`src/tsfg_ram.sv`:
```
// Generic single-write, single-read RAM with registered read data.
// No dependencies.
module tsfg_ram #(
  parameter int WIDTH = 8,
  parameter int DEPTH = 4
) (
  input  logic                     clk,
  input  logic                     we,
  input  logic [$clog2(DEPTH)-1:0] waddr,
  input  logic [WIDTH-1:0]         wdata,
  input  logic [$clog2(DEPTH)-1:0] raddr,
  output logic [WIDTH-1:0]         rdata
);

  logic [WIDTH-1:0] mem_r [DEPTH];

  // Write port and registered read port.
  always_ff @(posedge clk) begin
    if (we) begin
      mem_r[waddr] <= wdata;
    end
    rdata <= mem_r[raddr];
  end

endmodule

```
`config.mk`:
```
export PLATFORM = sky130hd
export DESIGN_NAME = tsfg_ram
export DESIGN_NICKNAME = d
export VERILOG_FILES = /design/src/tsfg_ram.sv
export SDC_FILE = /design/constraint.sdc
export NUM_CORES = 1
export LEC_CHECK = 0
export BUFFER_PORTS_ARGS = -buffer_cell sky130_fd_sc_hd__buf_2
export CAP_MARGIN = 20
export CORE_MARGIN = 3
export CORE_UTILIZATION = 53
export CTS_CLUSTER_DIAMETER = 150
export DETAILED_ROUTE_END_ITERATION = 8
export GPL_TIMING_DRIVEN = 0
export PLACE_DENSITY = 0.78
export REMOVE_ABC_BUFFERS = 1
export SLEW_MARGIN = 40
export SYNTH_ARGS = -nofsm -noshare
export SYNTH_HDL_FRONTEND = slang
export SYNTH_SLANG_ARGS = --single-unit
```
`constraint.sdc`:
```
create_clock -name clk -period 1.5 [get_ports clk]
set_clock_uncertainty 0.1 [all_clocks]
set_input_delay 0.225 -clock clk [delete_from_list [all_inputs] [get_ports clk]]
set_output_delay 0.225 -clock clk [all_outputs]
set_load 0.02 [all_outputs]
```
# Yosys cells after proc, flatten, opt, wreduce, memory -nomap -nowiden
# Memory sizes are Yosys's and may differ from the RTL's. A register that Yosys moved wholly into a read port is not among the register bits.
# Index checks and enable logic that the tools add are counted.
# op_classes
mux	2
# op_table
operator	count
$mux W1	2
# word_totals
ff_bits	0
mem_bits_rw	32
inputBits	14
memories	1
# memory_table
name	words	width	rd	rd_ports_with_merged_regs	write_ports	line	text
mem_r	4	8	1	1	1	15	logic [WIDTH-1:0] mem_r [DEPTH];

# Longest topological paths before layout
# Gate-level depths: netlist of the first run.
# logic_depth
ltp_word	2
mapped_depth	2
ltp_nobuf	1

# Worst setup path before layout of the first run
# Ideal clock, no wire load.
# synth_path
kind	input -> register
startpoint	input port waddr[0]
endpoint	memory mem_r[0][0], enable pin
setup_time_ps	385
arrival_time_ps	904
slack_ps	111
stages	1
path_buffers	0
path_cell_list	nor3b_1
# synth_rtl
item	line	text
from (decl)	9	input logic [$clog2(DEPTH)-1:0] waddr,
to (decl)	15	
# Straight into the memory's write port.

# Worst setup path in the final report of the first run
# layout_path
startpoint	register rdata[4] (read register of mem_r)
endpoint	output port rdata[4]
# layout_rtl
item	line	text
from (decl)	12	output logic [WIDTH-1:0] rdata
# No word-level cell between the ends.

==> key figures, run 1 <==
Logic synthesis
  – Post-Syn Area: 1349 um2
  – Main combinational cell family by area after synthesis: multiplexers
  – Top cell type by total area after synthesis: edfxtp_1
  – #FFs+latches synth: 40
  – Area share of the largest cell type after synthesis: 71.24%
  – Post-Synth XOR/XNOR Area: 0%
  – Mux cell area share after synthesis: 13.36%
  – Post-synthesis adder-cell area fraction: 0%
  – Avg Cell Area, Syn: 24.98 um2
  – Mapped Cells: 54
  – Main area contributors after synthesis: edfxtp_1, mux4_2, dfxtp_1
  – Post-synthesis compound-gate area fraction: 0%
  – Synth Area in Simple Gates: 2.319%
  – Distinct cell type count after synthesis: 8
  – Yosys warning total: 0
  – Post-synthesis sequential area ratio: 83.12%

Timing
  – Final Hold Fails: 0
  – F_max: 873.4 MHz
  – Unrepaired setup endpoints after global routing: false
  – Setup slack after layout: 0.3550 ns
  – Final period utilization: 76.33%
  – Setup TNS: 0 ns
  – Slew @ Worst Pin: 0.7307 ns
  – Slew HR: 51.07%
  – Final setup fails: 0
  – Pins Over Slew Limit: 0
  – Hold Slack: 0.1983 ns
  – Final Critical Period: 1.145 ns

Worst setup path
  – Crit path required time: 1.17 ns
  – Critical Path, Cell by Cell: buf_2
  – Worst Path Max Fanout: 1
  – Critical path depth: 1
  – Cell family with most CP delay: flip-flops
  – Depth of the most critical reg-to-reg path: 1
  – Worst Setup Start Kind: flip-flop
  – Setup crit end kind: output port
  – Critical path data arrival time: 0.82 ns
  – CP max-delay cell: dfxtp_1
  – Largest stage delay, worst path: 0.33 ns
  – Buf/Inv on CP: 1
  – CP Class: flip-flop to output port

Placed design
  – Placer Congestion: 0.6477
  – Post-Place Worst Slack: 0.001025 ns
  – Buffers on Ports: 21

GRT
  – Total GRT Usage: 14.60%
  – Vias in the first global route: 666
  – Initial antenna violation count: 0
  – Total gr overflow: 0
  – Global-route wire length before repair: 3.236 mm
  – Largest net degree at the start of global routing: 12

Clock tree
  – Total clock sinks: 40
  – TritonCTS Buffers: 5
  – Post-CTS Setup Repair Bufs: 0
  – Longest Clk Path Bufs: 2
  – Root buffer cell: clkbuf_4
  – Clock transition at path regs: 0.10 ns
  – CTS tree: done
  – Hold Buf Count CTS: 8
  – Cts repair resizes: 0
  – Worst skew pair latency: 0.33 ns
  – CTS H-Tree Depth: 2

Power and ir drop
  – Logic pwr share: 8.1%
  – Switching share of power: 20.56%
  – Clock power share: 24.8%
  – Worst VDD drop: 0.0007705 V
  – P per Cell Area: 1185 nW/um2
  – Sw Pwr: 0.3909 mW
  – Sequential Power Share: 67.2%
  – Total power: 1.901 mW
  – Internal power: 1.510 mW
  – Leakage: 0.5793 nW

Floorplan
  – Die width: 56.45 um
  – Std cell rows: 17
  – Die height: 56.45 um
  – Die Footprint: 3186 um2
  – Core region area: 2318 um2
  – IO Pins: 22
  – Starting density of the core: 58.18%

Status
  – Status: completed

Route
  – Routed via count: 623
  – DRT Pass-1 Iters: 4
  – # DRC: 0
  – DR iter-0 viols: 11
  – Vias/cell: 5.371
  – ANT nets after route: 0
  – Post-Route WL: 1.889 mm
  – Drt wl/cell: 16.28 um

Layout
  – Fraction of layout instances using a drive strength above 1: 40.91%
  – Final core utilization: 69.19%
  – N_diodes: 0
  – Area delta synth->final: 18.92%
  – NumNets Final: 102

Min path
  – Hold Crit Class: input pin to flip-flop
  – Hold Path Cell Cnt: 2

Job
  – Number of max-cap violations: 0
per-stage QoR:
step | instance area, um2 | std cells
after global placement | 1473 | 101
after detailed placement | 1478 | 101
final | 1604 | 116
after CTS | 1604 | 116
after floorplan | 1333 | 52
after global routing | 1604 | 116
sequential cells by signal, indices dropped and copies added, names as in the netlist:
| register | flops |
|---|---|
| rdata | 8 |
| mem_r | 32 |
power groups by stage:
stage,clock network (mW),logic (mW),registers [mW]
floorplan,0,0.0466,1.33
global placement,0,0.136,1.30
detailed placement,0,0.141,1.30
CTS,0.494,0.157,1.28
global route,0.539,0.167,1.28
finish,0.471,0.153,1.28
layout make-up:
cell class | count | area, um2
well taps | 28 | 35.03
fillers | 148 | 714.4
repair buffers | 29 | 185.2
clock buffers | 6 | 41.29
clock inverters | 1 | 5.005
multi-input cells | 12 | 216.5
flip-flops and latches | 40 | 1121
cell usage after synthesis (all sizes together):
library cell	instances
edfxtp	32
dfxtp	8
mux4	8
and3b	2
and3	1
buf	1
clkbuf	1
nor3b	1
layout by cell type (no fill, tap or decap):
master | synthesis | layout
and3b_1 | 2 | 2
clkinv_2 | 0 | 1
edfxtp_1 | 32 | 32
mux4_2 | 8 | 8
dfxtp_1 | 8 | 8
nor3b_2 | 0 | 1
buf_2 | 0 | 21
clkbuf_1 | 0 | 1
dlygate4sd3_1 | 0 | 8
and3_1 | 1 | 1
clkbuf_4 | 0 | 5
routing by layer:
metal	global-route usage, %	wire (um)	part of all wire (%)
met4	8.136	53	2.8
met1	18.33	792	42
met3	6.437	132	7.0
met2	21.12	910	48
met5	0	0	0
path summary, 6_finish.rpt:
kind                                   from           to  slack [ns]
worst min register to register  mem_r[0][4]     rdata[4]        0.47
worst max register to register  mem_r[2][2]     rdata[2]        0.44
worst max-delay path               rdata[4]     rdata[4]        0.36
worst min-delay path               waddr[0]  mem_r[0][0]        0.20
logic make-up after synthesis:
group         count (synthesis)
flops                        40
simple gates                  4
buf+inv                       2
mux                           8
Note: power is estimated with default switching activity, not from simulation.
==> run 2: changes to the inputs <==
--- a/config.mk
+++ b/config.mk
@@ -5,14 +5,15 @@
 export SDC_FILE = /design/constraint.sdc
 export NUM_CORES = 1
 export LEC_CHECK = 0
+export ABC_AREA = 1
 export BUFFER_PORTS_ARGS = -buffer_cell sky130_fd_sc_hd__buf_2
 export CAP_MARGIN = 20
 export CORE_MARGIN = 3
-export CORE_UTILIZATION = 53
+export CORE_UTILIZATION = 55
 export CTS_CLUSTER_DIAMETER = 150
 export DETAILED_ROUTE_END_ITERATION = 8
 export GPL_TIMING_DRIVEN = 0
-export PLACE_DENSITY = 0.78
+export PLACE_DENSITY = 0.79
 export REMOVE_ABC_BUFFERS = 1
 export SLEW_MARGIN = 40
 export SYNTH_ARGS = -nofsm -noshare
==> constraint.sdc (replaced) <==
create_clock -name clk -period 1.1 [get_ports clk]
set_clock_uncertainty 0.1 [all_clocks]
set_input_delay 0.165 -clock clk [delete_from_list [all_inputs] [get_ports clk]]
set_output_delay 0.165 -clock clk [all_outputs]
set_load 0.02 [all_outputs]
==> key figures, run 2 <==
Status
  – Status: completed (unchanged)

Logic synthesis
  – Mapped Cells: 141 (was 54)
  – Count leader, synth: nand2_1 (was edfxtp_1)
  – Post-synth top cells: nand2_1, inv_1, edfxtp_1 (was edfxtp_1, dfxtp_1, mux4_2)
  – Synth Flop Type: edfxtp_1 (unchanged)
  – Avg Cell Area, Syn: 10.98 um2 (was 24.98 um2)
  – Post-Syn Area: 1548 um2 (was 1349 um2)
  – Area share of the largest cell type after synthesis: 62.09% (was 71.24%)
  – #FFs+latches synth: 40 (unchanged)
  – Distinct cell type count after synthesis: 10 (was 8)
  – Yosys warning total: 0 (unchanged)
  – Post-synth EDFFs: 32 (unchanged)
  – Post-synthesis sequential area ratio: 72.43% (was 83.12%)
  – Top cell type by total area after synthesis: edfxtp_1 (unchanged)
  – Main area contributors after synthesis: edfxtp_1, dfxtp_1, nand2_1 (was edfxtp_1, mux4_2, dfxtp_1)
  – FFs w/ async S/R, synth: 0% (unchanged)

Worst setup path
  – Critical R2R Launch: mem_r[2][0] (was mem_r[2][2])
  – Critical path data arrival time: 0.95 ns (was 0.82 ns)
  – Crit path required time: 0.96 ns (was 1.17 ns)
  – R2R setup slack: 0.27 ns (was 0.44 ns)
  – Worst Path Max Fanout: 8 (was 1)
  – Worst Setup Start Kind: input pin (was flip-flop)
  – CP Class: input pin to flip-flop (was flip-flop to output port)
  – Setup crit end kind: flip-flop (was output port)
  – FF-to-FF End: rdata[0] (was rdata[2])
  – Depth of the most critical reg-to-reg path: 4 (was 1)

Layout
  – Design Area, Final: 1839 um2 (was 1604 um2)
  – NumNets Final: 187 (was 102)
  – Max FFs per register: 32 (unchanged)
  – Final non-filler cell total: 204 (was 116)
  – Commonest non-fill, non-tap cell in the layout: nand2_1 (was edfxtp_1)
  – Largest Register: mem_r (unchanged)
  – Final core utilization: 71.64% (was 69.19%)
  – Fraction of layout instances using a drive strength above 1: 18.39% (was 40.91%)
  – Filler cells: 175 (was 148)
  – Commonest non-fill, non-tap cells in the layout: nand2_1, inv_1, edfxtp_1, nand3_1, buf_2 (was edfxtp_1, buf_2, mux4_2, dlygate4sd3_1, dfxtp_1)
  – Biggest regs: mem_r (32), rdata (8) (unchanged)
  – N_diodes: 0 (unchanged)
  – Area delta synth->final: 18.84% (was 18.92%)

Power and ir drop
  – Worst VDD drop: 0.001032 V (was 0.0007705 V)
  – Leakage: 0.8544 nW (was 0.5793 nW)
  – P per Cell Area: 1464 nW/um2 (was 1185 nW/um2)

Floorplan
  – Die width: 59.05 um (was 56.45 um)
  – Std cell rows: 18 (was 17)
  – Die height: 59.05 um (was 56.45 um)
  – Die Footprint: 3486 um2 (was 3186 um2)
  – IO Pins: 22 (unchanged)
  – Core region area: 2567 um2 (was 2318 um2)
  – Starting density of the core: 60.28% (was 58.18%)

Route
  – DR iter-0 viols: 30 (was 11)
  – Vias/cell: 4.711 (was 5.371)
  – Drt wl/cell: 11.49 um (was 16.28 um)
  – # DRC: 0 (unchanged)
  – DRT Pass-1 Iters: 4 (unchanged)
  – Post-Route WL: 2.344 mm (was 1.889 mm)
  – ANT nets after route: 0 (unchanged)
  – Routed via count: 961 (was 623)

Clock tree
  – Longest Clk Path Bufs: 2 (unchanged)
  – CTS H-Tree Depth: 2 (unchanged)
  – Total clock sinks: 40 (unchanged)
  – TritonCTS Buffers: 5 (unchanged)
  – Worst skew pair latency: 0.33 ns (about the same)
  – Root buffer cell: clkbuf_4 (unchanged)
  – CTS tree: done (unchanged)
  – Clock transition at path regs: 0.11 ns (was 0.10 ns)
  – Post-CTS Setup Repair Bufs: 0 (unchanged)

GRT
  – Vias in the first global route: 887 (was 666)
  – Global-route wire length before repair: 3.622 mm (was 3.236 mm)
  – Total gr overflow: 0 (unchanged)
  – Largest net degree at the start of global routing: 18 (was 12)
  – Initial antenna violation count: 0 (unchanged)
  – Total GRT Usage: 14.97% (was 14.60%)

Placed design
  – Post-Place Worst Slack: -0.3810 ns (was 0.001025 ns)
  – Buffers on Ports: 21 (unchanged)
  – Dpl cells: 188 (was 101)
  – Post-DP HPWL: 1.481 mm
  – Placed inst area: 1675 um2 (was 1478 um2)
  – Placer Congestion: 0.6917 (was 0.6477)

Timing
  – Final Critical Period: 1.090 ns
  – Final period utilization: 99.05%
  – Unrepaired setup endpoints after global routing: true (was false)
  – Final setup fails: 0 (unchanged)
  – Setup slack after layout: 0.01040 ns (was 0.3550 ns)
  – Slew HR: 51.72% (was 51.07%)
  – F_max: 917.8 MHz
  – Final Hold Fails: 0 (unchanged)
  – Hold Slack: 0.06995 ns (was 0.1983 ns)
  – Slew @ Worst Pin: 0.7202 ns (was 0.7307 ns)
  – Pins Over Slew Limit: 0 (unchanged)

Job
  – Number of max-cap violations: 0 (unchanged)

Min path
  – Hold EP: rdata[5] (was mem_r[0][0])
  – Hold Crit Class: input pin to flip-flop (unchanged)
  – Hold Path Cell Cnt: 3 (was 2)
  – Hold Crit Start: raddr[1] (was waddr[0])
-- run 2: changes by cell type after synthesis, sizes merged --
| cell | change |
|---|---|
| nor3 | +4 |
| mux4 | -8 |
| inv | +37 |
| buf | +3 |
| nand3 | +16 |
| clkbuf | -1 |
| and3 | -1 |
| nand2 | +40 |
| and3b | -2 |
| nor3b | -1 |
-- run 2: how the worst max path moves through the flow --
stage	from	end	slack, ns	cells past startpoint
after CTS	waddr[0]	mem_r[1][4]	-0.02	3
after global placement	waddr[0]	mem_r[3][3]	-0.74	3
after floorplan	waddr[0]	mem_r[3][0]	-0.23	2
after global routing	waddr[1]	mem_r[2][7]	-0.06	3
final	waddr[1]	mem_r[2][7]	0.01	3
after detailed placement	waddr[0]	mem_r[3][3]	-0.38	3
-- run 2: timing repair --
action                                 4_1_cts  5_1_grt
setup endpoints to repair                    8       23
endpoints found under the hold margin       32        0
hold buffers                                 8        0
resized for setup                            1        9
pin swaps                                    0        0
-- run 2: logic make-up (layout without fill, tap and decap cells) --
family,after synthesis,after routing,share of synthesized area [%]
flip-flops,40,40,72.43
buffers and inverters,41,74,11.40
AND/OR/NAND/NOR,60,60,16.17
-- run 2: critical path, stage by stage --
cell    delay [ns]
buf_2         0.11
inv_1         0.09
nor3_2        0.58
-- run 2: per-layer routing --
layer	share of wire, %	track usage (%)	vias to the layer above
met5	0	0	-
met4	0.51	9.385	0
met3	8.1	4.575	2
met2	54	26.03	31
met1	37	15.60	426
li1	-	-	502
-- run 2: stage by stage --
stage,total power [mW],setup TNS (ns)
finish,2.692,0
global route,2.814,-0.8403
CTS,2.688,-0.1375
detailed placement,2.011,-11.10
global placement,1.995,-22.06
floorplan,1.906,-6.841
-- run 2: where the power goes --
part | switching, mW | leakage (nW) | internal, mW
Sequential | 0.0205 | 0.361 | 1.72
Combinational | 0.165 | 0.467 | 0.112
Clock | 0.429 | 0.0259 | 0.244
Total | 0.614 | 0.854 | 2.08
-- run 2: final cells by class --
type                    count  area (um2)  area share [%]
flip-flops and latches     40        1121           60.95
multi-input cells          60       276.5           15.03
repair buffers             29       210.2           11.43
inverters                  37       141.4           7.687
clock buffers               6       41.29           2.245
well taps                  30       37.54           2.041
clock inverters             2       11.26          0.6122
