[src/tsfg_pkg.sv]
// Shared types, constants and helper functions for the tetrahedron
// shape-function gradient block. No dependencies; every other file but tsfg_ram imports it.
package tsfg_pkg;

  // Field and datapath widths.
  localparam int COORD_W     = 32;
  localparam int FIELD_W     = 32;
  localparam int VOL_W       = 31;
  localparam int FRAC_BITS   = 16;
  localparam int OUT_W       = 32;
  localparam int NODE_W      = 2;
  localparam int IN_TDATA_W  = 128;
  localparam int OUT_TDATA_W = 128;
  localparam int VTX_W       = 3 * COORD_W;
  localparam int VTX_DEPTH   = 4;
  localparam int DIFF_W      = COORD_W + 1;
  localparam int CROSS_W     = 2 * DIFF_W + 1;
  localparam int CLO_W       = 33;
  localparam int OPND_W      = 35;
  localparam int PROD_W      = 2 * OPND_W;
  localparam int ACC_W       = 130;
  localparam int SHIFT_W     = 6;

  // Reciprocal of six times the volume, scaled by 2^RECIP_SHIFT.
  localparam int RECIP_SHIFT = 62;
  localparam int RECIP_W     = 60;
  localparam int RHALF       = RECIP_W / 2;
  localparam int DIV_W       = VOL_W + 3;
  localparam int NUM_W       = RECIP_SHIFT + 1;

  // Rounding offsets, half an LSB of the result.
  localparam logic signed [ACC_W-1:0] RND_G = ACC_W'(1) << (RECIP_SHIFT - 1);
  localparam logic signed [ACC_W-1:0] RND_P = ACC_W'(1) << (FRAC_BITS - 1);

  // Sequencer step layout for one node.
  localparam int STEP_W     = 6;
  localparam int PRO_STEPS  = 5;
  localparam int GRAD_STEPS = 10;
  localparam int PLANE_BASE = PRO_STEPS + 3 * GRAD_STEPS;

  // Vertex indices per node: edge ends A and B and the reference vertex R.
  localparam logic [1:0] NODE_A [VTX_DEPTH] = '{2'd3, 2'd3, 2'd1, 2'd1};
  localparam logic [1:0] NODE_B [VTX_DEPTH] = '{2'd2, 2'd0, 2'd0, 2'd2};
  localparam logic [1:0] NODE_R [VTX_DEPTH] = '{2'd1, 2'd2, 2'd3, 2'd0};

  // Operand sources of the shared multiplier.
  typedef enum logic [3:0] {
    SEL_DA0, SEL_DA1, SEL_DA2, SEL_DB0, SEL_DB1, SEL_DB2,
    SEL_CLO, SEL_CHI, SEL_RLO, SEL_RHI,
    SEL_G0, SEL_G1, SEL_G2, SEL_R0, SEL_R1, SEL_R2
  } opsel_t;

  typedef enum logic [3:0] {
    UOP_RDA, UOP_RDB, UOP_RDR, UOP_CAPR, UOP_DIFF, UOP_MUL,
    UOP_NOP, UOP_LATCHC, UOP_RNDG, UOP_RNDP, UOP_EMIT
  } uop_kind_t;

  typedef struct packed {
    uop_kind_t            kind;
    opsel_t               asel;
    opsel_t               bsel;
    logic                 first;
    logic                 neg;
    logic [SHIFT_W-1:0]   shift;
    logic [1:0]           gidx;
  } uop_t;

  // Control of the multiply-accumulate unit.
  typedef struct packed {
    logic               valid;
    logic               first;
    logic               neg;
    logic [SHIFT_W-1:0] shift;
  } mac_ctl_t;

  // Decode of one sequencer step within a node.
  function automatic uop_t tsfg_uop(input logic [STEP_W-1:0] step);
    uop_t              u;
    logic [STEP_W-1:0] t;
    logic [STEP_W-1:0] t2;
    logic [1:0]        j;
    logic [3:0]        sub;
    logic [1:0]        i1;
    logic [1:0]        i2;
    u = '{kind: UOP_NOP, asel: SEL_DA0, bsel: SEL_DA0, first: 1'b0, neg: 1'b0,
          shift: '0, gidx: 2'd0};
    t  = step - STEP_W'(PRO_STEPS);
    t2 = step - STEP_W'(PLANE_BASE);
    if (t < STEP_W'(GRAD_STEPS)) begin
      j   = 2'd0;
      sub = t[3:0];
    end else if (t < STEP_W'(2 * GRAD_STEPS)) begin
      j   = 2'd1;
      sub = 4'(t - STEP_W'(GRAD_STEPS));
    end else begin
      j   = 2'd2;
      sub = 4'(t - STEP_W'(2 * GRAD_STEPS));
    end
    i1 = (j == 2'd2) ? 2'd0 : j + 2'd1;
    i2 = (j == 2'd0) ? 2'd2 : j - 2'd1;
    if (step < STEP_W'(PRO_STEPS)) begin
      case (step[2:0])
        3'd0:    u.kind = UOP_RDA;
        3'd1:    u.kind = UOP_RDB;
        3'd2:    u.kind = UOP_RDR;
        3'd3:    u.kind = UOP_CAPR;
        default: u.kind = UOP_DIFF;
      endcase
    end else if (step < STEP_W'(PLANE_BASE)) begin
      u.gidx = j;
      case (sub)
        4'd0: begin
          u.kind  = UOP_MUL;
          u.asel  = opsel_t'(4'(SEL_DA0) + 4'(i1));
          u.bsel  = opsel_t'(4'(SEL_DB0) + 4'(i2));
          u.first = 1'b1;
        end
        4'd1: begin
          u.kind = UOP_MUL;
          u.asel = opsel_t'(4'(SEL_DB0) + 4'(i1));
          u.bsel = opsel_t'(4'(SEL_DA0) + 4'(i2));
          u.neg  = 1'b1;
        end
        4'd3: u.kind = UOP_LATCHC;
        4'd4: begin
          u.kind  = UOP_MUL;
          u.asel  = SEL_CLO;
          u.bsel  = SEL_RLO;
          u.first = 1'b1;
        end
        4'd5: begin
          u.kind  = UOP_MUL;
          u.asel  = SEL_CLO;
          u.bsel  = SEL_RHI;
          u.shift = SHIFT_W'(RHALF);
        end
        4'd6: begin
          u.kind  = UOP_MUL;
          u.asel  = SEL_CHI;
          u.bsel  = SEL_RLO;
          u.shift = SHIFT_W'(CLO_W);
        end
        4'd7: begin
          u.kind  = UOP_MUL;
          u.asel  = SEL_CHI;
          u.bsel  = SEL_RHI;
          u.shift = SHIFT_W'(CLO_W + RHALF);
        end
        4'd9:    u.kind = UOP_RNDG;
        default: u.kind = UOP_NOP;
      endcase
    end else begin
      case (t2[2:0])
        3'd0, 3'd1, 3'd2: begin
          u.kind  = UOP_MUL;
          u.asel  = opsel_t'(4'(SEL_G0) + 4'(t2));
          u.bsel  = opsel_t'(4'(SEL_R0) + 4'(t2));
          u.first = (t2[2:0] == 3'd0);
        end
        3'd3:    u.kind = UOP_NOP;
        3'd4:    u.kind = UOP_RNDP;
        default: u.kind = UOP_EMIT;
      endcase
    end
    return u;
  endfunction

  // Clamp a wide signed value to the output range.
  function automatic logic [OUT_W-1:0] sat_out(input logic signed [ACC_W-1:0] v);
    logic fits;
    fits = (&v[ACC_W-1:OUT_W-1]) | ~(|v[ACC_W-1:OUT_W-1]);
    if (fits) begin
      return v[OUT_W-1:0];
    end
    return v[ACC_W-1] ? {1'b1, {(OUT_W-1){1'b0}}} : {1'b0, {(OUT_W-1){1'b1}}};
  endfunction

  // Difference of one coordinate of two packed vertices, one bit wider.
  function automatic logic signed [DIFF_W-1:0] coord_diff(input logic [VTX_W-1:0] p,
                                                          input logic [VTX_W-1:0] q,
                                                          input int i);
    logic [COORD_W-1:0] pc;
    logic [COORD_W-1:0] qc;
    pc = p[i*COORD_W +: COORD_W];
    qc = q[i*COORD_W +: COORD_W];
    return $signed({pc[COORD_W-1], pc}) - $signed({qc[COORD_W-1], qc});
  endfunction

endpackage

[src/tsfg_mac.sv]
// Shared multiply-accumulate unit: a registered signed multiply, then a
// shifted add or subtract into a wide accumulator. Depends on tsfg_pkg.
module tsfg_mac import tsfg_pkg::*; (
  input  logic                     clk,
  input  logic                     rst_n,
  input  mac_ctl_t                 ctl,
  input  logic signed [OPND_W-1:0] opnd_a,
  input  logic signed [OPND_W-1:0] opnd_b,
  output logic signed [ACC_W-1:0]  acc
);

  mac_ctl_t                  ctl_r;
  logic signed [PROD_W-1:0]  prod_r;
  logic signed [ACC_W-1:0]   acc_r;
  logic signed [ACC_W-1:0]   term;
  logic signed [ACC_W-1:0]   base;

  // Align the product and pick the accumulator base.
  always_comb begin
    term = $signed({{(ACC_W-PROD_W){prod_r[PROD_W-1]}}, prod_r}) <<< ctl_r.shift;
    base = ctl_r.first ? '0 : acc_r;
  end

  always_ff @(posedge clk) begin
    if (!rst_n) begin
      ctl_r <= '0;
    end else begin
      ctl_r <= ctl;
    end
    prod_r <= opnd_a * opnd_b;
    if (ctl_r.valid) begin
      acc_r <= ctl_r.neg ? base - term : base + term;
    end
  end

  assign acc = acc_r;

endmodule

[config.mk]
export PLATFORM = sky130hd
export DESIGN_NAME = tsfg_mac
export DESIGN_NICKNAME = d
export VERILOG_FILES = /design/src/tsfg_pkg.sv /design/src/tsfg_mac.sv
export SDC_FILE = /design/constraint.sdc
export NUM_CORES = 2
export LEC_CHECK = 0
export ABC_AREA = 0
export BUFFER_PORTS_ARGS = -buffer_cell sky130_fd_sc_hd__buf_2
export CAP_MARGIN = 25
export CORE_MARGIN = 4
export CORE_UTILIZATION = 45
export DETAILED_ROUTE_END_ITERATION = 16
export HOLD_SLACK_MARGIN = 0.05
export SYNTH_ARGS = -nofsm -noshare
export SYNTH_HDL_FRONTEND = slang
export SYNTH_SLANG_ARGS = --single-unit
[constraint.sdc]
create_clock -name clk -period 14.7 [get_ports clk]
set_clock_uncertainty 0.15 [all_clocks]
set_input_delay 1.47 -clock clk [delete_from_list [all_inputs] [get_ports clk]]
set_output_delay 1.47 -clock clk [all_outputs]
set_load 0.01 [all_outputs]
After elaboration in Yosys (flattened, before gate mapping)
Cells that the tools add are included.
{"block": "totals", "ff_bits": 209, "latch_bits": 0, "mem_bits_rw": 0, "mem_bits_ro": 0, "output_inout_bits": 130, "n_memories": 0}
{"block": "op_classes", "add_sub_neg": 2, "mul": 1, "n_div": 0, "n_lt_le_gt_ge": 0, "eq_ne": 0, "shift": 1, "n_mux": 2, "bitwise": 0, "reduce_logical": 0}
{"operator": "130-bit 2-to-1 mux", "n": 2}
{"operator": "130-bit adder", "n": 1}
{"operator": "70-bit by 6-bit <<< shifter with 130-bit output", "n": 1}
{"operator": "130-bit subtractor", "n": 1}
{"operator": "35-bit by 35-bit multiplier with 70-bit output", "n": 1}

Logic depth before layout (Yosys ltp)
{"block": "logic_depth", "ltp_word": 3, "depth_mapped": 33, "ltp_nobuf": 30}

Worst setup path before layout
OpenSTA, ideal clock, no wires.
{"block": "synth_path", "path_type": "input port to flip-flop", "from": "input port opnd_a[34]", "to": "register prod_r[69]", "setup_ns": 0.121, "arrival_time_ns": 9.175, "path_slack_ns": 5.255, "stages": 27, "cell_sequence": "clkbuf_1 clkbuf_1 nand2_1 inv_1 fa_1 fa_1 fa_1 fa_1 fa_1 fa_1 fa_1 inv_1 fa_1 inv_1 ha_1 clkbuf_1 and3_1 a221o_1 a221oi_1 o2111ai_1 o21ai_0 o211ai_1 nand2_1 o31ai_1 a211oi_1 o21ai_0 xnor2_1"}
{"block": "synth_between", "elab_chain_cells": 1}
{"item": "start, declared", "line": "tsfg_mac.sv:7", "rtl": "input logic signed [OPND_W-1:0] opnd_a,"}
{"item": "35-bit by 35-bit multiplier with 70-bit output", "line": "tsfg_mac.sv:30", "rtl": "prod_r <= opnd_a * opnd_b;"}
{"item": "end signal, assigned", "line": "tsfg_mac.sv:30"}
{"item": "end, declared", "line": "tsfg_mac.sv:13", "rtl": "logic signed [PROD_W-1:0] prod_r;"}
Every way passes these cells.
A chain may end at the register's enable or synchronous reset.

Worst setup path after layout
{"block": "layout_path", "from": "input port opnd_b[2]", "to": "register prod_r[69]"}
{"block": "layout_between", "elab_chain_cells": 1}
{"item": "start, declared", "line": "tsfg_mac.sv:8", "rtl": "input logic signed [OPND_W-1:0] opnd_b,"}
{"item": "35-bit by 35-bit multiplier with 70-bit output", "line": "tsfg_mac.sv:30"}
Every way passes these cells.

==> key figures <==
Status
  • Outcome: finished clean

Global routing
  • Total Routing Usage GR: 0.263
  • Vias in the first global route: 57000
  • First-pass GRT wire length: 336000 um
  • Largest net degree at the start of global routing: 85
  • GRT overflow: 0
  • Initial antenna violation count: 5

Detailed routing
  • Pre-antenna DRT Iters: 9
  • Routed Wire Length: 211000 um
  • Routed vias/inst: 5.68
  • Remaining DRCs: 0
  • Via Count: 54600
  • DRT iter0 DRCs: 4246
  • Post-route ant nets: 0
  • Drt wl/cell: 22.0 um

Logic synthesis
  • Number of synthesized flops with an enable pin: 130
  • Syn Std Cell Area: 69300 um^2
  • Top_reg_cell synth: edfxtp_1
  • Sequential element share of the synthesized area: 0.0791
  • Total nets after synthesis: 9432
  • Mapped Cells: 7702
  • Seq cells post-synth: 209
  • Yosys warning count: 0
  • Yosys cell types: 108
  • Mean Syn Cell Area: 9.00 um^2
  • Async set-reset flop share out of synthesis: 0

Clocking
  • CTS root buffer: clkbuf_16
  • Post-CTS setup buffers: 0
  • Clk sink count: 209
  • Clk_lat worst skew: 0.59 ns
  • CTS tree: yes
  • Clock-pin slew on the worst setup and hold paths: 0.07 ns
  • Cts repair resizes: 0
  • CTS Buf Count: 26
  • Clock H-tree levels: 1
  • Hold buffer count at cts: 0
  • Clock Tree Buf Depth: 3

Setup path
  • Critical path endpoint: prod_r[69]$_DFF_P_
  • Crit Reg-Reg Endpoint: acc[103]$_DFFE_PP_
  • Crit-path max FO: 35
  • Critical path startpoint category: input port
  • Worst r2r src: ctl_r[1]$_SDFF_PN0_
  • Worst r2r path cells: 24
  • Data required, critical path: 14.99 ns
  • Critical path class: input port to flip-flop
  • WP data arrival: 10.66 ns
  • CP Launch Point: opnd_b[2]
  • Critical Path End Type: flip-flop
  • Register-to-register path setup slack: 4.80 ns

Placed design
  • GPL Wtd Cong: 0.980
  • Post-detail-place hpwl: 169000 um
  • Placed inst area: 71300 um^2
  • Worst slack, placed: 3.70 ns
  • Port-buffer cells: 210

Floorplanning
  • CORE AREA: 152000 um^2
  • IO Count: 211
  • # rows: 143
  • DIE AREA: 160000 um^2
  • Die Ht: 400 um
  • Initial Util: 0.455
  • Die X: 400 um

Layout
  • Share of cells above drive strength 1: 0.0715
  • Commonest non-fill, non-tap cells in the layout: fa_1, inv_1, nand2_1
  • Commonest non-fill, non-tap cell in the layout: fa_1
  • Final instance area: 72200 um^2
  • Number of filler cells placed in the layout: 14800
  • Final net count: 9277
  • Area delta synth->final: 4.20%

STA
  • Max Clk Rate: 96.4 MHz
  • Final worst-path cycle share: 0.706
  • Final Max Slew Viols: 0
  • Final Hold Viols: 0
  • Minimum clock period: 10.38 ns
  • RSZ-0062 raised after global routing: no
  • WHS: 0.577 ns
  • Final setup vio count: 0
  • Slew @ Worst Pin: 1.12 ns
  • Max_slew headroom: 0.253
  • Worst setup margin: 4.32 ns
  • Setup TNS: 0 ns

Hold path
  • Class of the worst hold path: flip-flop to flip-flop

Flow run
  • Max_cap viols: 0
-- through the flow --
stage               utilization  cells
floorplan                     -   7702
CTS                       0.474   9597
global placement          0.468   9549
finish                    0.474   9598
global route              0.474   9598
detailed placement        0.468   9549
-- how the worst min path moves through the flow --
stage	start	cells after the start	to	slack, ns
final	ctl_r[8]$_SDFF_PN0_	0	acc[22]$_DFFE_PP_	0.58
after global routing	ctl_r[8]$_SDFF_PN0_	0	acc[22]$_DFFE_PP_	0.60
after CTS	ctl_r[8]$_SDFF_PN0_	0	acc[22]$_DFFE_PP_	0.59
after detailed placement	ctl_r[8]$_SDFF_PN0_	0	acc[1]$_DFFE_PP_	0.57
after global placement	ctl_r[8]$_SDFF_PN0_	0	acc[21]$_DFFE_PP_	0.58
after floorplan	acc[0]$_DFFE_PP_	3	acc[0]$_DFFE_PP_	0.68
-- sequential cells by signal, indices dropped and copies added, names as in the netlist --
register / flops
acc: 130
prod_r: 70
ctl_r: 9
-- critical path, cell delays in order --
cell and delay [ns]:
buf_2 0.61, nand2_1 0.19, inv_1 0.16, fa_1 0.49
fa_1 0.57, fa_1 0.94, fa_1 0.56, fa_1 0.50
fa_1 0.52, fa_1 0.49, inv_1 0.05, fa_1 0.47
inv_1 0.04, ha_1 0.37, and3_1 0.24, a221o_1 0.31
a221oi_1 0.49, o2111ai_1 0.18, o21ai_0 0.74, o211ai_1 0.24
nand2_1 0.16, o31ai_1 0.13, a211oi_1 0.38, o21ai_0 0.18
xnor2_1 0.16
-- synth_stat cells, types with 79 or more instances --
master	instances	area [um^2]
inv_1	1305	4900
nor2_1	279	1050
mux4_2	79	1780
a21o_1	112	841
a21oi_1	367	1840
and2_1	698	4370
mux2_2	86	968
nor2b_1	185	1160
ha_1	337	4220
mux2i_1	96	961
dfxtp_1	79	1580
xor2_1	118	1030
xnor2_1	184	1610
fa_1	1312	26300
o21ai_0	217	1090
clkbuf_1	362	1360
nand2_1	811	3040
edfxtp_1	130	3900
-- per-layer routing --
layer,vias to the layer above,part of all wire,GRT usage
met1,28000,0.44,0.369
met2,1939,0.47,0.434
met5,-,0.000047,0
li1,24300,-,-
met4,2,0.028,0.0659
met3,331,0.066,0.0321
-- layout make-up --
type	count	area [um^2]	area share
clock inverters	11	80.1	0.00111
clock buffers	37	807	0.0112
flip-flops and latches	209	5510	0.0763
inverters	1311	4920	0.0682
well taps	2030	2540	0.0352
multi-input cells	5743	57000	0.789
repair buffers	256	1400	0.0193
diodes	1	2.50	0.0000347
-- cells by family (layout without fill, tap and decap cells) --
kind of cell               count (synthesis)  in the layout  synth area share
AOI/OAI and AO/OA                       1138           1138             0.105
xor gates and xnor gates                 302            302            0.0382
adders and majority gates               1649           1649             0.440
buffers and inverters                   1750           1615            0.0991
DFF                                      209            209            0.0791
muxes                                    292            292            0.0648
other                                      0              1                 0
and+or+nand+nor                         2362           2362             0.174
Power is left out: the tool's default activity adds up to more than one toggle a clock period on the data nets, which glitch-free logic cannot reach.
