<file path="config.mk">
export PLATFORM = sky130hd
export DESIGN_NAME = tsfg_div
export DESIGN_NICKNAME = d
export VERILOG_FILES = /design/src/tsfg_pkg.sv /design/src/tsfg_div.sv
export SDC_FILE = /design/constraint.sdc
export NUM_CORES = 1
export LEC_CHECK = 0
export ABC_CLOCK_PERIOD_IN_PS = 3700
export BUFFER_PORTS_ARGS = -buffer_cell sky130_fd_sc_hd__buf_2
export CORE_ASPECT_RATIO = 0.7
export CORE_MARGIN = 1.5
export CORE_UTILIZATION = 53
export CTS_CLUSTER_SIZE = 25
export DETAILED_ROUTE_END_ITERATION = 16
export PLACE_DENSITY_LB_ADDON = 0.05
export SETUP_SLACK_MARGIN = 0.15
export SLEW_MARGIN = 20
export SYNTH_ARGS = -nofsm -noshare
export SYNTH_HDL_FRONTEND = slang
export SYNTH_SLANG_ARGS = --single-unit
</file>
<file path="constraint.sdc">
create_clock -name clk -period 3.7 [get_ports clk]
set_clock_uncertainty 0.1 [all_clocks]
set_input_delay 0.185 -clock clk [delete_from_list [all_inputs] [get_ports clk]]
set_output_delay 0.185 -clock clk [all_outputs]
set_load 0.03 [all_outputs]
</file>
<file path="src/tsfg_pkg.sv">
// Shared types, constants and helper functions for the tetrahedron
// shape-function gradient block. No dependencies; every other file but tsfg_ram imports it.
package tsfg_pkg;

  // Field and datapath widths.
  localparam int COORD_W     = 32;
  localparam int FIELD_W     = 32;
  localparam int VOL_W       = 31;
  localparam int FRAC_BITS   = 16;
  localparam int OUT_W       = 32;
  localparam int NODE_W      = 2;
  localparam int IN_TDATA_W  = 128;
  localparam int OUT_TDATA_W = 128;
  localparam int VTX_W       = 3 * COORD_W;
  localparam int VTX_DEPTH   = 4;
  localparam int DIFF_W      = COORD_W + 1;
  localparam int CROSS_W     = 2 * DIFF_W + 1;
  localparam int CLO_W       = 33;
  localparam int OPND_W      = 35;
  localparam int PROD_W      = 2 * OPND_W;
  localparam int ACC_W       = 130;
  localparam int SHIFT_W     = 6;

  // Reciprocal of six times the volume, scaled by 2^RECIP_SHIFT.
  localparam int RECIP_SHIFT = 62;
  localparam int RECIP_W     = 60;
  localparam int RHALF       = RECIP_W / 2;
  localparam int DIV_W       = VOL_W + 3;
  localparam int NUM_W       = RECIP_SHIFT + 1;

  // Rounding offsets, half an LSB of the result.
  localparam logic signed [ACC_W-1:0] RND_G = ACC_W'(1) << (RECIP_SHIFT - 1);
  localparam logic signed [ACC_W-1:0] RND_P = ACC_W'(1) << (FRAC_BITS - 1);

  // Sequencer step layout for one node.
  localparam int STEP_W     = 6;
  localparam int PRO_STEPS  = 5;
  localparam int GRAD_STEPS = 10;
  localparam int PLANE_BASE = PRO_STEPS + 3 * GRAD_STEPS;

  // Vertex indices per node: edge ends A and B and the reference vertex R.
  localparam logic [1:0] NODE_A [VTX_DEPTH] = '{2'd3, 2'd3, 2'd1, 2'd1};
  localparam logic [1:0] NODE_B [VTX_DEPTH] = '{2'd2, 2'd0, 2'd0, 2'd2};
  localparam logic [1:0] NODE_R [VTX_DEPTH] = '{2'd1, 2'd2, 2'd3, 2'd0};

  // Operand sources of the shared multiplier.
  typedef enum logic [3:0] {
    SEL_DA0, SEL_DA1, SEL_DA2, SEL_DB0, SEL_DB1, SEL_DB2,
    SEL_CLO, SEL_CHI, SEL_RLO, SEL_RHI,
    SEL_G0, SEL_G1, SEL_G2, SEL_R0, SEL_R1, SEL_R2
  } opsel_t;

  typedef enum logic [3:0] {
    UOP_RDA, UOP_RDB, UOP_RDR, UOP_CAPR, UOP_DIFF, UOP_MUL,
    UOP_NOP, UOP_LATCHC, UOP_RNDG, UOP_RNDP, UOP_EMIT
  } uop_kind_t;

  typedef struct packed {
    uop_kind_t            kind;
    opsel_t               asel;
    opsel_t               bsel;
    logic                 first;
    logic                 neg;
    logic [SHIFT_W-1:0]   shift;
    logic [1:0]           gidx;
  } uop_t;

  // Control of the multiply-accumulate unit.
  typedef struct packed {
    logic               valid;
    logic               first;
    logic               neg;
    logic [SHIFT_W-1:0] shift;
  } mac_ctl_t;

  // Decode of one sequencer step within a node.
  function automatic uop_t tsfg_uop(input logic [STEP_W-1:0] step);
    uop_t              u;
    logic [STEP_W-1:0] t;
    logic [STEP_W-1:0] t2;
    logic [1:0]        j;
    logic [3:0]        sub;
    logic [1:0]        i1;
    logic [1:0]        i2;
    u = '{kind: UOP_NOP, asel: SEL_DA0, bsel: SEL_DA0, first: 1'b0, neg: 1'b0,
          shift: '0, gidx: 2'd0};
    t  = step - STEP_W'(PRO_STEPS);
    t2 = step - STEP_W'(PLANE_BASE);
    if (t < STEP_W'(GRAD_STEPS)) begin
      j   = 2'd0;
      sub = t[3:0];
    end else if (t < STEP_W'(2 * GRAD_STEPS)) begin
      j   = 2'd1;
      sub = 4'(t - STEP_W'(GRAD_STEPS));
    end else begin
      j   = 2'd2;
      sub = 4'(t - STEP_W'(2 * GRAD_STEPS));
    end
    i1 = (j == 2'd2) ? 2'd0 : j + 2'd1;
    i2 = (j == 2'd0) ? 2'd2 : j - 2'd1;
    if (step < STEP_W'(PRO_STEPS)) begin
      case (step[2:0])
        3'd0:    u.kind = UOP_RDA;
        3'd1:    u.kind = UOP_RDB;
        3'd2:    u.kind = UOP_RDR;
        3'd3:    u.kind = UOP_CAPR;
        default: u.kind = UOP_DIFF;
      endcase
    end else if (step < STEP_W'(PLANE_BASE)) begin
      u.gidx = j;
      case (sub)
        4'd0: begin
          u.kind  = UOP_MUL;
          u.asel  = opsel_t'(4'(SEL_DA0) + 4'(i1));
          u.bsel  = opsel_t'(4'(SEL_DB0) + 4'(i2));
          u.first = 1'b1;
        end
        4'd1: begin
          u.kind = UOP_MUL;
          u.asel = opsel_t'(4'(SEL_DB0) + 4'(i1));
          u.bsel = opsel_t'(4'(SEL_DA0) + 4'(i2));
          u.neg  = 1'b1;
        end
        4'd3: u.kind = UOP_LATCHC;
        4'd4: begin
          u.kind  = UOP_MUL;
          u.asel  = SEL_CLO;
          u.bsel  = SEL_RLO;
          u.first = 1'b1;
        end
        4'd5: begin
          u.kind  = UOP_MUL;
          u.asel  = SEL_CLO;
          u.bsel  = SEL_RHI;
          u.shift = SHIFT_W'(RHALF);
        end
        4'd6: begin
          u.kind  = UOP_MUL;
          u.asel  = SEL_CHI;
          u.bsel  = SEL_RLO;
          u.shift = SHIFT_W'(CLO_W);
        end
        4'd7: begin
          u.kind  = UOP_MUL;
          u.asel  = SEL_CHI;
          u.bsel  = SEL_RHI;
          u.shift = SHIFT_W'(CLO_W + RHALF);
        end
        4'd9:    u.kind = UOP_RNDG;
        default: u.kind = UOP_NOP;
      endcase
    end else begin
      case (t2[2:0])
        3'd0, 3'd1, 3'd2: begin
          u.kind  = UOP_MUL;
          u.asel  = opsel_t'(4'(SEL_G0) + 4'(t2));
          u.bsel  = opsel_t'(4'(SEL_R0) + 4'(t2));
          u.first = (t2[2:0] == 3'd0);
        end
        3'd3:    u.kind = UOP_NOP;
        3'd4:    u.kind = UOP_RNDP;
        default: u.kind = UOP_EMIT;
      endcase
    end
    return u;
  endfunction

  // Clamp a wide signed value to the output range.
  function automatic logic [OUT_W-1:0] sat_out(input logic signed [ACC_W-1:0] v);
    logic fits;
    fits = (&v[ACC_W-1:OUT_W-1]) | ~(|v[ACC_W-1:OUT_W-1]);
    if (fits) begin
      return v[OUT_W-1:0];
    end
    return v[ACC_W-1] ? {1'b1, {(OUT_W-1){1'b0}}} : {1'b0, {(OUT_W-1){1'b1}}};
  endfunction

  // Difference of one coordinate of two packed vertices, one bit wider.
  function automatic logic signed [DIFF_W-1:0] coord_diff(input logic [VTX_W-1:0] p,
                                                          input logic [VTX_W-1:0] q,
                                                          input int i);
    logic [COORD_W-1:0] pc;
    logic [COORD_W-1:0] qc;
    pc = p[i*COORD_W +: COORD_W];
    qc = q[i*COORD_W +: COORD_W];
    return $signed({pc[COORD_W-1], pc}) - $signed({qc[COORD_W-1], qc});
  endfunction

endpackage

</file>
<file path="src/tsfg_div.sv">
// Bit-serial restoring divider that forms round(2^62 / d), one quotient bit
// per cycle. Depends on tsfg_pkg.
module tsfg_div import tsfg_pkg::*; (
  input  logic               clk,
  input  logic               rst_n,
  input  logic               start,
  input  logic [DIV_W-1:0]   divisor,
  output logic               done,
  output logic [RECIP_W-1:0] quotient
);

  logic               run_r;
  logic               done_r;
  logic [5:0]         cnt_r;
  logic [DIV_W-1:0]   d_r;
  logic [DIV_W-1:0]   rem_r;
  logic [NUM_W-1:0]   num_r;
  logic [RECIP_W-1:0] q_r;
  logic [DIV_W:0]     trial;
  logic [DIV_W:0]     trial_sub;
  logic               qbit;

  // Shift in the next dividend bit and try the subtraction.
  always_comb begin
    trial     = {rem_r, num_r[NUM_W-1]};
    trial_sub = trial - {1'b0, d_r};
    qbit      = (trial >= {1'b0, d_r});
  end

  always_ff @(posedge clk) begin
    if (!rst_n) begin
      run_r  <= 1'b0;
      done_r <= 1'b0;
      cnt_r  <= '0;
    end else begin
      done_r <= 1'b0;
      if (start) begin
        run_r <= 1'b1;
        cnt_r <= '0;
        d_r   <= divisor;
        rem_r <= '0;
        // Dividend is 2^62 plus half the divisor, for round to nearest.
        num_r <= (NUM_W'(1) << RECIP_SHIFT) + NUM_W'(divisor >> 1);
      end else if (run_r) begin
        rem_r <= qbit ? trial_sub[DIV_W-1:0] : trial[DIV_W-1:0];
        num_r <= num_r << 1;
        q_r   <= {q_r[RECIP_W-2:0], qbit};
        cnt_r <= cnt_r + 6'd1;
        if (cnt_r == 6'(NUM_W - 1)) begin
          run_r  <= 1'b0;
          done_r <= 1'b1;
        end
      end
    end
  end

  assign done     = done_r;
  assign quotient = q_r;

endmodule

</file>
== Yosys cells after proc, flatten, opt, wreduce, memory -nomap -nowiden ==
Cells that the tools add are included.

* Input port bits: 37
* Output and inout bits: 61
* Logic and storage cells: 29
* Flip-flop bits (word level): 199

* Order comparisons: 1
* Multiplexer cells: 8
* $add $sub $neg: 3
* Eq/ne operators: 1
* Bitwise logic cells: 3
* Reduce and logical (&&, ||, !) cells: 6

{| class="wikitable"
|+ Operators with widths
! cell !! count
|-
| $mux 63 || 2
|-
| $mux 34 || 2
|-
| $add 63x33->63 const A || 1
|-
| $ge 35x34->1 || 1
|-
| $sub 34x34->34 || 1
|-
| $add 6x1->6 const B || 1
|-
| $eq 6x6->1 const B || 1
|-
| $mux 1 || 4
|-
| $reduce_and 2->1 || 2
|-
| $not 1->1 || 3
|-
| $reduce_and 3->1 || 1
|-
| $reduce_or 3->1 || 1
|-
| $reduce_bool 2->1 || 1
|-
| $reduce_or 2->1 || 1
|}

== Longest topological paths before layout ==
* Depth after elaboration: 4
* Depth in mapped cells: 15
* Mapped depth without buffers: 13

== Worst setup path before layout ==
OpenSTA, ideal clock, no wires.

* Kind: input to register
* Start point: in start
* End point: reg num_r[0], enable pin
* Setup slack: -0.156 ns
* Stages on the path: 4
* Path buffers: 3
* Arrival: 3.293 ns
* Data required time: 3.137 ns
* Cells stage by stage: clkbuf_1 -> clkbuf_1 -> buf_1 -> o21a_1

* Longest elaborated chain between the ends: 2

{| class="wikitable"
|+ Ends and longest elaborated chain
! element !! RTL line !! RTL
|-
| from (decl) || tsfg_div.sv:6 || <nowiki>input logic start,</nowiki>
|-
| $reduce_bool 2->1 (no line) || - ||
|-
| $reduce_and 2->1 (no line) || - ||
|-
| to (signal assigned) || tsfg_div.sv:43 || <nowiki>num_r <= (NUM_W'(1) << RECIP_SHIFT) + NUM_W'(divisor >> 1);</nowiki>
|-
| to (signal assigned) || tsfg_div.sv:46 || <nowiki>num_r <= num_r << 1;</nowiki>
|-
| to (decl) || tsfg_div.sv:17 || <nowiki>logic [NUM_W-1:0] num_r;</nowiki>
|}

No other way between the ends.
A chain may end at the register's enable or synchronous reset.

== Worst setup path in the final report ==
* Start point: reg d_r[8]
* End point: reg rem_r[31] (data pin)

* Longest elaborated chain between the ends: 3
* Elaborated cells between the ends (all ways): 4

{| class="wikitable"
|+ Ends and longest elaborated chain
! element !! RTL line !! RTL
|-
| from (decl) || tsfg_div.sv:15 || <nowiki>logic [DIV_W-1:0] d_r;</nowiki>
|-
| from (signal assigned) || tsfg_div.sv:40 || <nowiki>d_r <= divisor;</nowiki>
|-
| $sub 34x34->34 or $ge 35x34->1 (tied branches) || tsfg_div.sv:26, tsfg_div.sv:27 ||
|-
| $mux 34 (*) || tsfg_div.sv:45 || <nowiki>rem_r <= qbit ? trial_sub[DIV_W-1:0] : trial[DIV_W-1:0];</nowiki>
|-
| $mux 34 (*) || tsfg_div.sv:44 || <nowiki>end else if (run_r) begin</nowiki>
|-
| to (signal assigned) || tsfg_div.sv:45 ||
|-
| to (decl) || tsfg_div.sv:16 || <nowiki>logic [DIV_W-1:0] rem_r;</nowiki>
|}

Every way passes the cells marked *; elsewhere a longest branch is shown, timed or not. The select of a mux whose other input is x is not followed.

==> impl_results.md <==
* Sequential area share after synthesis at 64.5%
* CTS Buf Count at 17
* Root cell of the clock tree: clkbuf_16
* Power share of the clock group at 33.0%
* Synth warn at 0
* Number of global-route vias before repair at 5609
* Tightest Pin Transition at 0.850 ns
* Tcrit/Tclk final at 92.2%
* Reg power frac at 48.1%
* Clock sinks at 199
* First-pass iteration count of the detailed router at 5
* Post-route insts no fill at 1072
* Die X at 160 µm
* Post-synth EDFFs at 191
* Crit path max-delay family: compound AO/OA/AOI/OAI gates
* Clock transition at path regs at 0.08 ns
* Switching share of power at 28.7%
* N_diodes at 0
* Share of cells above drive strength 1 at 23.7%
* Number of I/O pins at 98
* NetSw at 1.61 mW
* Asr flop ratio synth at 0%
* Library cells used by synthesis at 58
* Pwr/cell area at 513 mW/mm²
* Initial core utilization at 55.1%
* Crit-path max FO at 7
* Final Setup Violations at 0
* Synth area leader: edfxtp_1
* Logic gate share of total power at 18.9%
* Initial antenna violation count at 0
* Cells after Synth at 690
* Slew Limit Fails at 0
* Wire per inst at 16.7 µm
* Required @ worst endpoint at 3.87 ns
* Clock H-tree levels at 4
* Max Fclk at 0.293 GHz
* Core footprint at 0.0166 mm²
* Post-Syn Nets at 764
* Fin. Hold Viols at 0
* Remaining antenna violation count at 0
* Synthesized area at 0.00914 mm²
* CTS tree: yes
* Residual DRC at 0
* Multi-input combinational cell area at 0.00300 mm²
* Setup TNS at 0 ns
* FF/Latch Area at 0.00590 mm²
* GRT overflow at 0
* Maximum clock path buffer count at 2
* Gr busiest metal: met2
* Largest net degree at the start of global routing at 98
* FF-to-FF setup slack at 0.29 ns
* Slowest CP cell: o31ai_1
* Max Cap Viol at 0
* DP HPWL at 11900 µm
* Outcome: complete, no violations
* Grt met1 use at 30.2%
* Final min period at 3.41 ns
* First DRT Iteration DRCs at 474
* Global-route wire length before repair at 28900 µm
* Final net count at 908
* CP Cell Sequence: inv_1 > ha_1 > a21oi_1 > nor2_1 > o31ai_1 > or3b_4 > o31a_4 > o31ai_1 > o21ai_0 > or3_1 > a21oi_1
* Area contributors post-synth: edfxtp_1 63%, ha_1 4.9%, mux2_2 3.9%
* Row count at 39
* Flops & latches, synth at 199
* Avg Cell Area, Syn at 13.2 µm²
* Leakage at 4.30 nW
* Detailed Route WL at 17900 µm
* Die H at 113 µm
* # fillers at 1271
* Met2 Usage GRT at 30.8%
* Top FF cell, synth: edfxtp_1
* Worst skew pair latency at 0.43 ns
* Final Wtd Congestion at 0.934
* Via density at 5.48
* Max incr delay on CP at 0.50 ns
* Int Power at 3.98 mW
* Arr. time, crit path at 3.58 ns
* CP Class: reg2reg
* GR Layer Usage met3 at 3.63%
* Worst path bufs/invs at 1
* Setup crit end kind: register
* IO buf count at 97
* Worst setup SP type: register
* Hold Path Class: in2reg
* Worst vdd ir at 0.257 mV
* Overall routing resource usage at 20.4%
* Detailed-route via count at 5875
* Headroom to the max-slew limit at 43.3%
* RSZ-0062 raised after global routing: true
* Placed Cells incl. Taps at 1004
* Die area at 0.0181 mm²
* Area delta synth->final at 19.3%
* Post-synth top area share at 62.8%
[cell type report]
type,count,area share (%)
Sequential cell,199,54.1
Inverter,44,1.51
Tap cell,225,2.58
Clock buffer,17,3.90
Clock inverter,15,1.53
Multi-Input combinational cell,424,27.5
Timing Repair Buffer,148,8.91
[worst reg2reg max path: cells and delay by family (launching register included)]
family	cells	cell delay [ns]
flip-flops	1	0.34
buffers and inverters	1	0.05
AND/OR/NAND/NOR	3	0.85
adder cells (fa/ha/maj)	1	0.37
AO/OA/AOI/OAI	6	1.56
[through the flow]
stage	utilization [%]	hold WS, ns	total power, mW	setup slack [ns]	instance area (µm²)
final	65.7	0.0777	5.59	0.290	10900
after global placement	59.9	0.266	3.72	0.365	9940
after CTS	65.6	0.0598	5.62	0.253	10900
after detailed placement	59.9	0.265	3.74	0.299	9940
after floorplan	-	0.184	3.49	0.554	9140
after global routing	65.7	0.128	5.83	0.145	10900
[kinds of logic (layout without fill, tap and decap cells)]
| kind of cell | count (synthesis) | count (layout) | synth area share (%) |
|---|---|---|---|
| xor+xnor | 27 | 27 | 2.59 |
| flops | 199 | 199 | 64.5 |
| mux | 32 | 32 | 3.94 |
| fa+ha+maj | 37 | 37 | 5.15 |
| buf+inv | 67 | 224 | 3.05 |
| compound gates | 136 | 136 | 10.1 |
| simple gates | 192 | 192 | 10.7 |
[synth_stat cells, drive strengths merged, types with 4 or more instances]
library cell	number
nand3	6
inv	44
ha	36
clkbuf	13
a31oi	9
o21ai	13
nor4	4
o31ai	4
nor2b	35
a21oi	51
nor2	36
buf	10
o21a	5
nand4	7
a21o	23
xor2	16
dfxtp	8
and3	6
nor3	10
mux2	32
a211oi	10
edfxtp	191
nand2	63
xnor2	11
or3	4
[repair_timing]
action                                 CTS  global route
setup endpoints to repair                0            21
endpoints found under the hold margin   67             0
buffers inserted                         0             1
hold buffers                            35             0
gates resized for setup                  0             6
[cell usage in the layout, fill, tap and decap left out, drive strengths merged, types with 3 or more instances in the layout]
| master | instances |
|---|---|
| a2111oi | 3 |
| a211o | 3 |
| a211oi | 10 |
| a21o | 23 |
| a21oi | 51 |
| a31oi | 9 |
| and2 | 3 |
| and3 | 6 |
| buf | 113 |
| clkbuf | 17 |
| clkinv | 4 |
| dfxtp | 8 |
| dlygate4sd3 | 35 |
| edfxtp | 191 |
| ha | 36 |
| inv | 54 |
| mux2 | 32 |
| nand2 | 63 |
| nand2b | 3 |
| nand3 | 6 |
| nand4 | 7 |
| nor2 | 36 |
| nor2b | 35 |
| nor3 | 10 |
| nor3b | 3 |
| nor4 | 4 |
| o21a | 5 |
| o21ai | 13 |
| o21bai | 3 |
| o31ai | 4 |
| or2 | 3 |
| or3 | 4 |
| xnor2 | 11 |
| xor2 | 16 |
[metal layers]
layer	vias up	share of wire, %	wire length, µm
li1	2843	-	-
met1	2886	50	8860
met2	132	46	8130
met3	14	3.9	700
met4	0	0.95	170
met5	-	0	0
[final timing paths]
path,start,endpoint,depth (start not counted)
max,d_r[8]$_DFFE_PP_,rem_r[31]$_SDFFCE_PP0P_,11
min,start,run_r$_SDFF_PN0_,3
max reg2reg,d_r[8]$_DFFE_PP_,rem_r[31]$_SDFFCE_PP0P_,11
min reg2reg,quotient[0]$_DFFE_PP_,quotient[1]$_DFFE_PP_,0
[power groups by stage]
| stage | clock, mW | sequential (mW) | combinational [mW] |
|---|---|---|---|
| finish | 1.84 | 2.69 | 1.06 |
| global route | 1.96 | 2.70 | 1.17 |
| global placement | 0 | 2.73 | 0.987 |
| floorplan | 0 | 2.75 | 0.741 |
| detailed placement | 0 | 2.74 | 1.00 |
| CTS | 1.89 | 2.69 | 1.04 |
[registers in the layout (all words and copies together) (netlist names)]
name	cells
cnt_r	6
d_r	34
done	1
num_r	63
quotient	60
rem_r	34
run_r	1
Power figures use the tool's default switching activity.
